===== src/hdl/dcet_pkg.sv =====
// ----------------------------------------------------------------------------
// dcet_pkg
// Shared widths, latencies, codes and types of the disc collision event
// time core.
// ----------------------------------------------------------------------------
`timescale 1ns / 1ps

package dcet_pkg;

    localparam int DIV_NUM_W  = 48;
    localparam int DIV_DEN_W  = 32;
    localparam int DIV_LAT    = DIV_DEN_W + 1;
    localparam int SQRT_IN_W  = 64;
    localparam int SQRT_OUT_W = SQRT_IN_W / 2;
    localparam int SQRT_LAT   = SQRT_OUT_W + 1;

    localparam logic [1:0] ACT_PAIR  = 2'd0;
    localparam logic [1:0] ACT_VWALL = 2'd1;
    localparam logic [1:0] ACT_HWALL = 2'd2;
    localparam logic [1:0] ACT_SPARE = 2'd3;

    localparam logic [1:0] EV_NONE  = 2'd0;
    localparam logic [1:0] EV_VWALL = 2'd1;
    localparam logic [1:0] EV_HWALL = 2'd2;
    localparam logic [1:0] EV_BALLS = 2'd3;

    localparam logic [20:0] RPW_RESET = 21'd65536;

    typedef struct packed {
        logic [DIV_NUM_W-1:0] num;
        logic [DIV_DEN_W-1:0] den;
        logic                 neg;
        logic                 has;
    } t_wall;

endpackage


===== src/hdl/dcet_sqrt.sv =====
// ----------------------------------------------------------------------------
// dcet_sqrt
// Pipelined integer square root: one root bit per stage, digit by digit.
// ----------------------------------------------------------------------------
`timescale 1ns / 1ps

module dcet_sqrt (
    input  logic                            i_clk,
    input  logic                            i_en,
    input  logic [dcet_pkg::SQRT_IN_W-1:0]  i_val,
    output logic [dcet_pkg::SQRT_OUT_W-1:0] o_root
);

    localparam int IW = dcet_pkg::SQRT_IN_W;
    localparam int OW = dcet_pkg::SQRT_OUT_W;

    logic [OW+1:0] r_rem  [OW+1];
    logic [OW-1:0] r_root [OW+1];
    logic [IW-1:0] r_low  [OW+1];

    logic [OW+3:0] n_trial [OW];
    logic [OW+3:0] n_test  [OW];
    logic [OW+3:0] n_diff  [OW];
    logic          n_ge    [OW];

    always_comb begin
        for (int k = 0; k < OW; k++) begin
            n_trial[k] = {r_rem[k], r_low[k][IW-1:IW-2]};
            n_test[k]  = {2'b00, r_root[k], 2'b01};
            n_ge[k]    = n_trial[k] >= n_test[k];
            n_diff[k]  = n_trial[k] - n_test[k];
        end
    end

    always_ff @(posedge i_clk) begin
        if (i_en) begin
            r_rem[0]  <= '0;
            r_root[0] <= '0;
            r_low[0]  <= i_val;
            for (int k = 0; k < OW; k++) begin
                r_rem[k+1]  <= n_ge[k] ? n_diff[k][OW+1:0] : n_trial[k][OW+1:0];
                r_root[k+1] <= {r_root[k][OW-2:0], n_ge[k]};
                r_low[k+1]  <= {r_low[k][IW-3:0], 2'b00};
            end
        end
    end

    assign o_root = r_root[OW];

endmodule

===== config.mk =====
export PLATFORM = sky130hd
export DESIGN_NAME = dcet_sqrt
export DESIGN_NICKNAME = d
export VERILOG_FILES = /design/src/hdl/dcet_pkg.sv /design/src/hdl/dcet_sqrt.sv
export SDC_FILE = /design/constraint.sdc
export NUM_CORES = 2
export LEC_CHECK = 0
export BUFFER_PORTS_ARGS = -buffer_cell sky130_fd_sc_hd__buf_2
export CORE_MARGIN = 2
export CORE_UTILIZATION = 55
export DETAILED_ROUTE_END_ITERATION = 8
export PLACE_DENSITY_LB_ADDON = 0.2
export SETUP_SLACK_MARGIN = 0.02
export SKIP_LAST_GASP = 1
export SYNTH_ARGS = -nofsm -noshare
export SYNTH_HDL_FRONTEND = slang
export SYNTH_MEMORY_MAX_BITS = 65536
export SYNTH_SLANG_ARGS = --single-unit
export TNS_END_PERCENT = 30

===== constraint.sdc =====
create_clock -name i_clk -period 3.6 [get_ports i_clk]
set_input_delay 0.36 -clock i_clk [delete_from_list [all_inputs] [get_ports i_clk]]
set_output_delay 0.36 -clock i_clk [all_outputs]
set_load 0.01 [all_outputs]

==> summary.md <==
| Metric | Value |
|---|---|
| Worst Max-Slew Pin Slew | 0.910 ns |
| Synthesized cell area | approximately 0.12 mm² |
| Clk sinks | 2587 |
| Post-place setup slack | 0.00377 ns |
| Initial Util | 55.2% |
| Top post-synthesis cells by count | edfxtp_1, inv_1, nand2_1 |
| Worst R2R End | r_rem[0][179]$_DFFE_PP_ |
| Pre-antenna DRT Iters | 6 |
| Syn Area/Cell | roughly 13 µm² |
| Max-slew violation count | 0 |
| Vias per cell | ~5.7 |
| Die footprint | between 0.2 and 0.25 mm² |
| DP Wirelength | between 150000 and 200000 µm |
| Syn nets | 9818 |
| GP Congestion | 0.925 |
| Hold Path Cell Cnt | 2 |
| Worst stage delay on the critical path | 0.57 ns |
| RSZ-0062 raised after global routing | true |
| Skew final | 0.0798 ns |
| Footprint of the multi-input gates | 0.0388 mm² |
| EDFF count, synth | 2587 |
| Initial antenna violation count | 2 |
| Fin cells | 12900 |
| Area growth syn-to-layout | 13.8% |
| Worst EP required | 4.20 ns |
| TritonCTS Buffers | 290 |
| Seq/Total Area, Yosys | around two thirds |
| Total GRT Usage | about 22% |
| Post-Route Setup TNS | 0 ns |
| PortBufs | 97 |
| Count of cell types in the netlist | 82 |
| Cell with the most instances after synthesis | edfxtp_1 |
| Die height | 470 µm |
| Via count | about 73000 |
| Worst-case reg-to-reg path depth | 8 |
| First-pass GRT wire length | 394000 µm |
| Reg2Reg Setup Slack | 0.03 ns |
| Max IR drop VDD | 0.562 mV |
| Maximum root-to-sink buffer count | 4 |
| Aggregate global routing overflow | 0 |
| Crit start category | flop |
| Nets | 10400 |
| Worst setup path startpoint | r_rem[0][160]$_DFFE_PP_ |
| Filler cells | 16300 |
| Max-slew headroom | 37.8% |
| PwrDens | 634 mW/mm² |
| Vias in the first global route | 72300 |
| Yosys reg bits | 2587 |
| Share of the synthesized area in the top cell type | 65.0% |
| Ranking of synthesized cells by area | edfxtp_1, ha_1, xnor2_1, xor2_1, a21oi_1 |
| Worst path cell trace | or4_4 -> or4_1 -> or4_4 -> or4_4 -> nor3b_4 -> buf_4 -> a2111oi_0 -> xor2_1 |
| CTS tree | built |
| Clk root buf | clkbuf_16 |
| Max Cap Violations | 0 |
| Cells after DPL | 12300 |
| Initial DRC count | 5262 |
| Fin crit period | 3.57 ns |
| DR DRC count | 0 |
| Most used cell along the critical path | or4_4 |
| F_max | approximately 0.28 GHz |
| Outcome | completed |
| Worst setup path class | flop to flop |
| FP Rows | between 150 and 200 |
| Worst r2r src | r_rem[0][160]$_DFFE_PP_ |
| Routed Antenna Nets | 0 |
| Clk Latency, worst-skew pair | 0.93 ns |
| Pin count of the biggest net entering global routing | between 100 and 150 |
| Final hold violations | 0 |
| Crit end category | flop |
| CP endpoint | r_rem[0][179]$_DFFE_PP_ |
| Fraction of registers with async set/reset | 0% |
| Ys flop type | edfxtp_1 |
| Critical Path AT | 4.17 ns |
| Die W | roughly 470 µm |
| Leak | 52.2 nW |
| Top Ports | 98 |
| Final setup fails | 0 |
| Reg area | 0.0777 mm² |
| CORE AREA | around 0.22 mm² |
| Clock transition at path regs | 0.06 ns |
| PnR worst setup slack | about 0.029 ns |
| Hold Crit Class | input pin to flop |
| Final period utilization | ~99% |
| Routed WL | 249000 µm |
| Post-synthesis cell count | 9190 |
| H-tree levels | 5 |
| Most area-hungry cell type in the Yosys netlist | edfxtp_1 |
| Critical Path Fanout Max | 15 |
| Layout cells sized above 1 | between 10% and 20% |
| Synth Warn # | 0 |
| CP max stage cell | or4_4 |
| Wire per inst | 19.4 µm |
-- area by class of cell --
class | instances | share of cell area (%)
clock buffer | 337 | 5.54
timing repair buffer | 476 | 2.99
tap | 2854 | 2.62
sequential | 2587 | 57.1
multi-input combinational | 5734 | 28.5
clock inverter | 160 | 1.30
antenna | 1 | 0.00184
inverter | 703 | 1.94
-- what timing repair did --
item	in CTS	in global routing
endpoints found under the hold margin	89	0
pin swaps	1	6
resized for setup	1	40
buffers inserted	1	5
hold buffers	65	0
endpoints found under the setup margin	15	213
-- sequential cells by signal, summed over array words and instances (netlist names) --
signal  count
r_low    1056
r_rem    1003
r_root    528
-- critical path: cells and delay by family, from the launching register on --
kind	cells	cell delay, ns
AO/OA/AOI/OAI	1	0.15
buffers and inverters	1	0.23
XOR/XNOR	1	0.19
flip-flops	1	0.40
AND/OR/NAND/NOR	5	2.33
-- stage by stage --
stage	instance area [µm²]	power [mW]	util (%)	hold WS (ns)
2_1_floorplan	120000	51.8	-	0.400
3_3_place_gp	126000	57.3	58.2	0.400
3_5_place_dp	126000	57.6	58.2	0.405
4_1_cts	136000	86.9	62.8	0.0610
5_1_grt	136000	90.4	62.9	0.0890
6_report	136000	86.2	62.9	0.137
-- worst min-delay path by stage --
| stage | start | endpoint | slack (ns) |
|---|---|---|---|
| finish | i_val[44] | r_low[0][44]$_DFFE_PP_ | 0.14 |
| global route | i_val[46] | r_low[0][46]$_DFFE_PP_ | 0.09 |
| floorplan | r_low[0][934]$_DFFE_PP_ | r_low[0][1000]$_DFFE_PP_ | 0.40 |
| CTS | i_val[41] | r_low[0][41]$_DFFE_PP_ | 0.06 |
| global placement | r_low[0][699]$_DFFE_PP_ | r_low[0][765]$_DFFE_PP_ | 0.40 |
| detailed placement | r_low[0][941]$_DFFE_PP_ | r_low[0][1007]$_DFFE_PP_ | 0.40 |
-- layout by cell type, fill, tap and decap left out, types with 295 or more instances in the layout --
cell type	instances
edfxtp_1	2587
inv_1	699
nand2_1	622
nor2_1	608
a21oi_1	600
ha_1	559
o21ai_0	440
xnor2_1	430
xor2_1	413
clkbuf_16	295
-- power breakdown --
group	switching, mW	total [mW]	leakage [nW]	internal (mW)
Clock	11.4	28.9	4.50	17.5
Combinational	9.63	17.0	22.8	7.36
Sequential	2.46	40.3	24.9	37.9
-- logic make-up after synthesis --
kind of cell / share of synthesized area (%)
other: 0.00314
buffers and inverters: 2.73
adder cells (fa/ha/maj): 5.88
AND/OR/NAND/NOR: 9.91
AO/OA/AOI/OAI: 9.42
multiplexers: 0.892
XOR/XNOR: 6.18
flip-flops: 65.0
-- per-layer routing --
metal | global-route usage (%) | part of all wire, %
met3 | 2.75 | 3.8
met1 | 29.2 | 43
met5 | 0 | 0
met2 | 38.5 | 49
met4 | 8.03 | 3.6
Power figures use the tool's default switching activity.
