**src/hdl/dcet_pkg.sv**
```systemverilog
// ----------------------------------------------------------------------------
// dcet_pkg
// Shared widths, latencies, codes and types of the disc collision event
// time core.
// ----------------------------------------------------------------------------
`timescale 1ns / 1ps

package dcet_pkg;

    localparam int DIV_NUM_W  = 48;
    localparam int DIV_DEN_W  = 32;
    localparam int DIV_LAT    = DIV_DEN_W + 1;
    localparam int SQRT_IN_W  = 64;
    localparam int SQRT_OUT_W = SQRT_IN_W / 2;
    localparam int SQRT_LAT   = SQRT_OUT_W + 1;

    localparam logic [1:0] ACT_PAIR  = 2'd0;
    localparam logic [1:0] ACT_VWALL = 2'd1;
    localparam logic [1:0] ACT_HWALL = 2'd2;
    localparam logic [1:0] ACT_SPARE = 2'd3;

    localparam logic [1:0] EV_NONE  = 2'd0;
    localparam logic [1:0] EV_VWALL = 2'd1;
    localparam logic [1:0] EV_HWALL = 2'd2;
    localparam logic [1:0] EV_BALLS = 2'd3;

    localparam logic [20:0] RPW_RESET = 21'd65536;

    typedef struct packed {
        logic [DIV_NUM_W-1:0] num;
        logic [DIV_DEN_W-1:0] den;
        logic                 neg;
        logic                 has;
    } t_wall;

endpackage

```
**src/hdl/dcet_div.sv**
```systemverilog
// ----------------------------------------------------------------------------
// dcet_div
// Pipelined restoring divider: one quotient bit per stage, with a flag for
// quotients that do not fit the quotient width.
// ----------------------------------------------------------------------------
`timescale 1ns / 1ps

module dcet_div (
    input  logic                           i_clk,
    input  logic                           i_en,
    input  logic [dcet_pkg::DIV_NUM_W-1:0] i_num,
    input  logic [dcet_pkg::DIV_DEN_W-1:0] i_den,
    output logic [dcet_pkg::DIV_DEN_W-1:0] o_quo,
    output logic                           o_ovf
);

    localparam int NW = dcet_pkg::DIV_NUM_W;
    localparam int DW = dcet_pkg::DIV_DEN_W;
    localparam int HW = NW - DW;

    logic [DW-1:0] r_rem [DW+1];
    logic [DW-1:0] r_low [DW+1];
    logic [DW-1:0] r_den [DW+1];
    logic [DW-1:0] r_quo [DW+1];
    logic          r_ovf [DW+1];

    logic [DW:0]   n_trial [DW];
    logic [DW:0]   n_diff  [DW];
    logic          n_ge    [DW];
    logic [DW-1:0] n_head;

    always_comb begin
        n_head = {{(DW-HW){1'b0}}, i_num[NW-1:DW]};
        for (int k = 0; k < DW; k++) begin
            n_trial[k] = {r_rem[k], r_low[k][DW-1]};
            n_ge[k]    = n_trial[k] >= {1'b0, r_den[k]};
            n_diff[k]  = n_trial[k] - {1'b0, r_den[k]};
        end
    end

    always_ff @(posedge i_clk) begin
        if (i_en) begin
            r_rem[0] <= n_head;
            r_low[0] <= i_num[DW-1:0];
            r_den[0] <= i_den;
            r_quo[0] <= '0;
            r_ovf[0] <= n_head >= i_den;
            for (int k = 0; k < DW; k++) begin
                r_rem[k+1] <= n_ge[k] ? n_diff[k][DW-1:0] : n_trial[k][DW-1:0];
                r_low[k+1] <= {r_low[k][DW-2:0], 1'b0};
                r_den[k+1] <= r_den[k];
                r_quo[k+1] <= {r_quo[k][DW-2:0], n_ge[k]};
                r_ovf[k+1] <= r_ovf[k];
            end
        end
    end

    assign o_quo = r_quo[DW];
    assign o_ovf = r_ovf[DW];

endmodule

```
**config.mk**
```make
export PLATFORM = sky130hd
export DESIGN_NAME = dcet_div
export DESIGN_NICKNAME = d
export VERILOG_FILES = /design/src/hdl/dcet_pkg.sv /design/src/hdl/dcet_div.sv
export SDC_FILE = /design/constraint.sdc
export NUM_CORES = 2
export LEC_CHECK = 0
export ABC_AREA = 0
export BUFFER_PORTS_ARGS = -buffer_cell sky130_fd_sc_hd__buf_2
export CORE_ASPECT_RATIO = 1.75
export CORE_MARGIN = 2
export CORE_UTILIZATION = 50
export DETAILED_ROUTE_END_ITERATION = 12
export PLACE_DENSITY = 0.68
export SYNTH_ARGS = -nofsm -noshare
export SYNTH_HDL_FRONTEND = slang
export SYNTH_MEMORY_MAX_BITS = 65536
export SYNTH_SLANG_ARGS = --single-unit
```
**constraint.sdc**
```tcl
create_clock -name i_clk -period 3.5 [get_ports i_clk]
set_input_delay 0.7 -clock i_clk [delete_from_list [all_inputs] [get_ports i_clk]]
set_output_delay 0.7 -clock i_clk [all_outputs]
set_load 0.05 [all_outputs]
```
==> PnR_summary.wiki <==
{| class="wikitable"
! Metric !! Value
|-
| Total Power Consumption || 214.2 mW
|-
| HPWL Detailed || 436500 um
|-
| Via count of the first global-routing pass || 127100
|-
| Synthesized area divided by synthesized cell count || 12.29 um^2
|-
| Horizontal die dimension || 427.4 um
|-
| Routability cong. || 1.106
|-
| Shortest clock period the worst path allows after layout || 4.528 ns
|-
| Vias per Instance || 5.942
|-
| Class of the worst hold path || in2reg
|-
| Clock buffer count from CTS || 304
|-
| Fraction of final layout cells sized beyond drive strength 1 || 31.92%
|-
| Largest net degree at the start of global routing || 152
|-
| Std cell rows || 272
|-
| Final period util || 129.4%
|-
| Number of buffers on the longest clock path || 4
|-
| Timing-limited maximum frequency || 220.9 MHz
|-
| End-of-flow core utilization || 66.71%
|-
| Cell area after placement || 0.1833 mm^2
|-
| Startpoint type of the worst setup path || flip-flop
|-
| Starting utilization of the core area || 50.16%
|-
| Seq cells post-synth || 3121
|-
| TritonCTS clock tree || built
|-
| Slew Limit Headroom || -3.084%
|-
| Actual slew at the worst max-slew pin || 1.530 ns
|-
| Final Routed Wirelength || 623800 um
|-
| Number of antenna violations at the first check in global routing || 42
|-
| CP Capture Type || flip-flop
|-
| Number of distinct library cell variants in the gate-level netlist after synthesis || 99
|-
| Port buffer count || 114
|-
| Starting DRT DRC Count || 8554
|-
| Power density normalized to cell area || 1026 mW/mm^2
|-
| Placed instance count || 19360
|-
| Final-report max-slew violation count || 2
|-
| Largest voltage drop on the vdd net || 0.6538 mV
|-
| Cell taking the most area after synthesis || sky130_fd_sc_hd__edfxtp_1
|-
| Maximum single-stage delay on the critical path || 0.61 ns
|-
| Clock network latency to the later pin of the worst-skew pair || 0.96 ns
|-
| Clock-pin slew of the registers on the worst-case setup and hold paths || 0.06 ns
|-
| Total Die Area || 0.3184 mm^2
|-
| Data arrival, critical path || 5.31 ns
|-
| Synthesized net count || 13900
|-
| Wire length per cell || 30.46 um
|-
| Part of the Yosys area used for sequential elements || 59.74%
|-
| Vertical die dimension || 745.0 um
|-
| RSZ-0062 raised after global routing || yes
|-
| Crit path max fanout || 7
|-
| Post-Synthesis Cells || 12770
|-
| Failing checks || capacitance limit, slew limit, setup timing
|-
| Chain of cells forming the critical path || ha_4, nor2b_4, o31a_1, o31a_1, nand4_1, a31oi_4, o21ai_4, a21oi_4, a311oi_4, o21ai_2, a21oi_4, buf_12, buf_16, buf_12, mux2i_1
|-
| Slowest cell on the critical path || sky130_fd_sc_hd__nand4_1
|-
| Tot GR Track Use || 36.52%
|-
| Global-route wire length before repair || 821200 um
|-
| Count of boundary I/O pins || 115
|-
| TritonRoute pass-1 iters || 9
|-
| Number of nets in the final layout || 17220
|-
| Core area || 0.3128 mm^2
|-
| Count of clock tree sinks || 3121
|-
| Area added between synthesis and finish || 33.01%
|-
| Leakage power || 87.69 nW
|-
| Final Instance Count excl. Fillers || 20480
|-
| Hold slack final || 0.1837 ns
|-
| Total count of hold-check failures in the final report || 0
|-
| Top flip-flop cell by instance count after synthesis || sky130_fd_sc_hd__edfxtp_1
|-
| Top cells by area, synth || sky130_fd_sc_hd__edfxtp_1, sky130_fd_sc_hd__ha_1, sky130_fd_sc_hd__inv_1
|-
| Run status || complete, but fails checks
|-
| Smallest setup slack after layout || -1.028 ns
|-
| H-tree Lvls || 5
|-
| Crit path buf inv count || 3
|-
| CP delay by family, top || compound AO/OA/AOI/OAI gates
|-
| Number of flops mapped to enable cells by yosys || 3121
|-
| CTS Root Buffer Type || sky130_fd_sc_hd__clkbuf_16
|-
| Kind of critical path || reg2reg
|-
| Worst Skew || 0.05033 ns
|-
| DRC violations left || 0
|-
| Area of the mapped netlist || 0.1569 mm^2
|-
| Setup slack after placement || -1.537 ns
|-
| Synth warnings || 0
|-
| Global route total overflow || 0
|-
| Total Negative Setup Slacks || -335.46 ns
|-
| Required time of the worst setup path || 4.28 ns
|-
| Number of nets with antenna violations after routing || 0
|-
| Fin area || 0.2086 mm^2
|-
| Share of the synthesized area in the top cell type || 59.74%
|-
| Vias || 121700
|-
| Setup-violating endpoint count in the final report || 886
|-
| Max Cap Violations || 1
|-
| Synth async-reset ratio || 0%
|}
## kinds of logic (layout without fill, tap and decap cells)
| logic type | after synthesis | after routing | synth area share (%) |
|---|---|---|---|
| AO/OA/AOI/OAI | 3220 | 3220 | 12.71 |
| flip-flops | 3121 | 3121 | 59.74 |
| adder cells (fa/ha/maj) | 1056 | 1056 | 8.571 |
| AND/OR/NAND/NOR | 2579 | 2579 | 7.743 |
| buffers and inverters | 1590 | 5133 | 3.978 |
| other | 0 | 61 | 0 |
| multiplexers | 364 | 364 | 2.588 |
| XOR/XNOR | 835 | 835 | 4.662 |
## area by class of cell
cell class	instances	area (um^2)
clock buffers	359	7920
fillers	22540	104100
well taps	4110	5142
clock inverters	173	1649
multi-input cells	8054	65530
inverters	1287	4910
flip-flops and latches	3121	93720
repair buffers	3314	29630
diodes	61	152.6
## cell usage after synthesis, drive strengths merged, types with 16 or more instances
cell	n
a211o	22
a211oi	74
a21boi	40
a21o	496
a21oi	918
a221oi	22
a311oi	26
a31oi	111
a41oi	21
and2	42
and3	95
and4	20
buf	99
clkbuf	204
edfxtp	3121
fa	31
ha	1025
inv	1287
mux2	333
mux2i	31
nand2	975
nand2b	144
nand3	188
nand3b	16
nand4	149
nor2	546
nor2b	151
nor3	112
nor4	40
o2111ai	22
o211ai	39
o21a	110
o21ai	954
o21bai	120
o31a	23
o31ai	73
or2	28
or3	25
xnor2	484
xor2	351
## worst reg2reg max path, stage by stage (launching register included)
cell	delay [ns]
sky130_fd_sc_hd__edfxtp_1	0.48
sky130_fd_sc_hd__ha_4	0.26
sky130_fd_sc_hd__nor2b_4	0.13
sky130_fd_sc_hd__o31a_1	0.29
sky130_fd_sc_hd__o31a_1	0.41
sky130_fd_sc_hd__nand4_1	0.61
sky130_fd_sc_hd__a31oi_4	0.24
sky130_fd_sc_hd__o21ai_4	0.23
sky130_fd_sc_hd__a21oi_4	0.12
sky130_fd_sc_hd__a311oi_4	0.33
sky130_fd_sc_hd__o21ai_2	0.14
sky130_fd_sc_hd__a21oi_4	0.30
sky130_fd_sc_hd__buf_12	0.19
sky130_fd_sc_hd__buf_16	0.23
sky130_fd_sc_hd__buf_12	0.23
sky130_fd_sc_hd__mux2i_1	0.18
## flip-flops by register name (all words and copies together) (netlist names)
| name | flops |
|---|---|
| r_ovf | 33 |
| r_rem | 1008 |
| r_low | 528 |
| r_den | 1024 |
| r_quo | 528 |
## final timing paths
path | from | endpoint | slack (ns) | depth (start not counted)
min reg2reg | r_quo[0][836] | r_quo[0][869] | 0.39 | 0
max reg2reg | r_rem[0][480] | r_rem[0][512] | -1.03 | 15
max | r_rem[0][480] | r_rem[0][512] | -1.03 | 15
min | i_en | r_low[0][22] | 0.18 | 1
## report_power, final
| part | switching, mW | total (mW) | internal, mW |
|---|---|---|---|
| logic | 65.8 | 122 | 55.8 |
| clock network | 15.0 | 32.9 | 17.9 |
| registers | 6.58 | 59.6 | 53.0 |
| total | 87.4 | 214 | 127 |
## what timing repair did
action | in CTS | in global routing
cloned | 29 | 52
pin swaps | 219 | 556
resized for setup | 703 | 1708
setup buffers | 160 | 350
hold endpoints to repair | 80 | 0
hold buffers | 80 | 0
setup endpoints to repair | 999 | 1000
## layout by cell type (no fill, tap or decap), drive strengths merged, types with 80 or more instances in the layout
cell / n
nand3: 188
a31oi: 111
xor2: 351
nand2b: 144
nor2: 546
ha: 1025
clkinv: 121
and3: 95
xnor2: 484
a21o: 496
clkbuf: 402
dlygate4sd3: 80
o21bai: 120
nor3: 112
o21ai: 954
a21oi: 918
mux2: 333
buf: 3190
nand2: 975
inv: 1300
nand4: 149
o21a: 110
edfxtp: 3121
nor2b: 151
## metal layers
metal / track usage (%) / routed length (um) / vias up
met5: 0 / 256 / -
met4: 51.49 / 111900 / 10
met3: 7.810 / 34830 / 3633
met2: 70.61 / 334900 / 5299
met1: 22.32 / 142000 / 59150
li1: - / - / 53580
(Power assumes the default switching activity.)
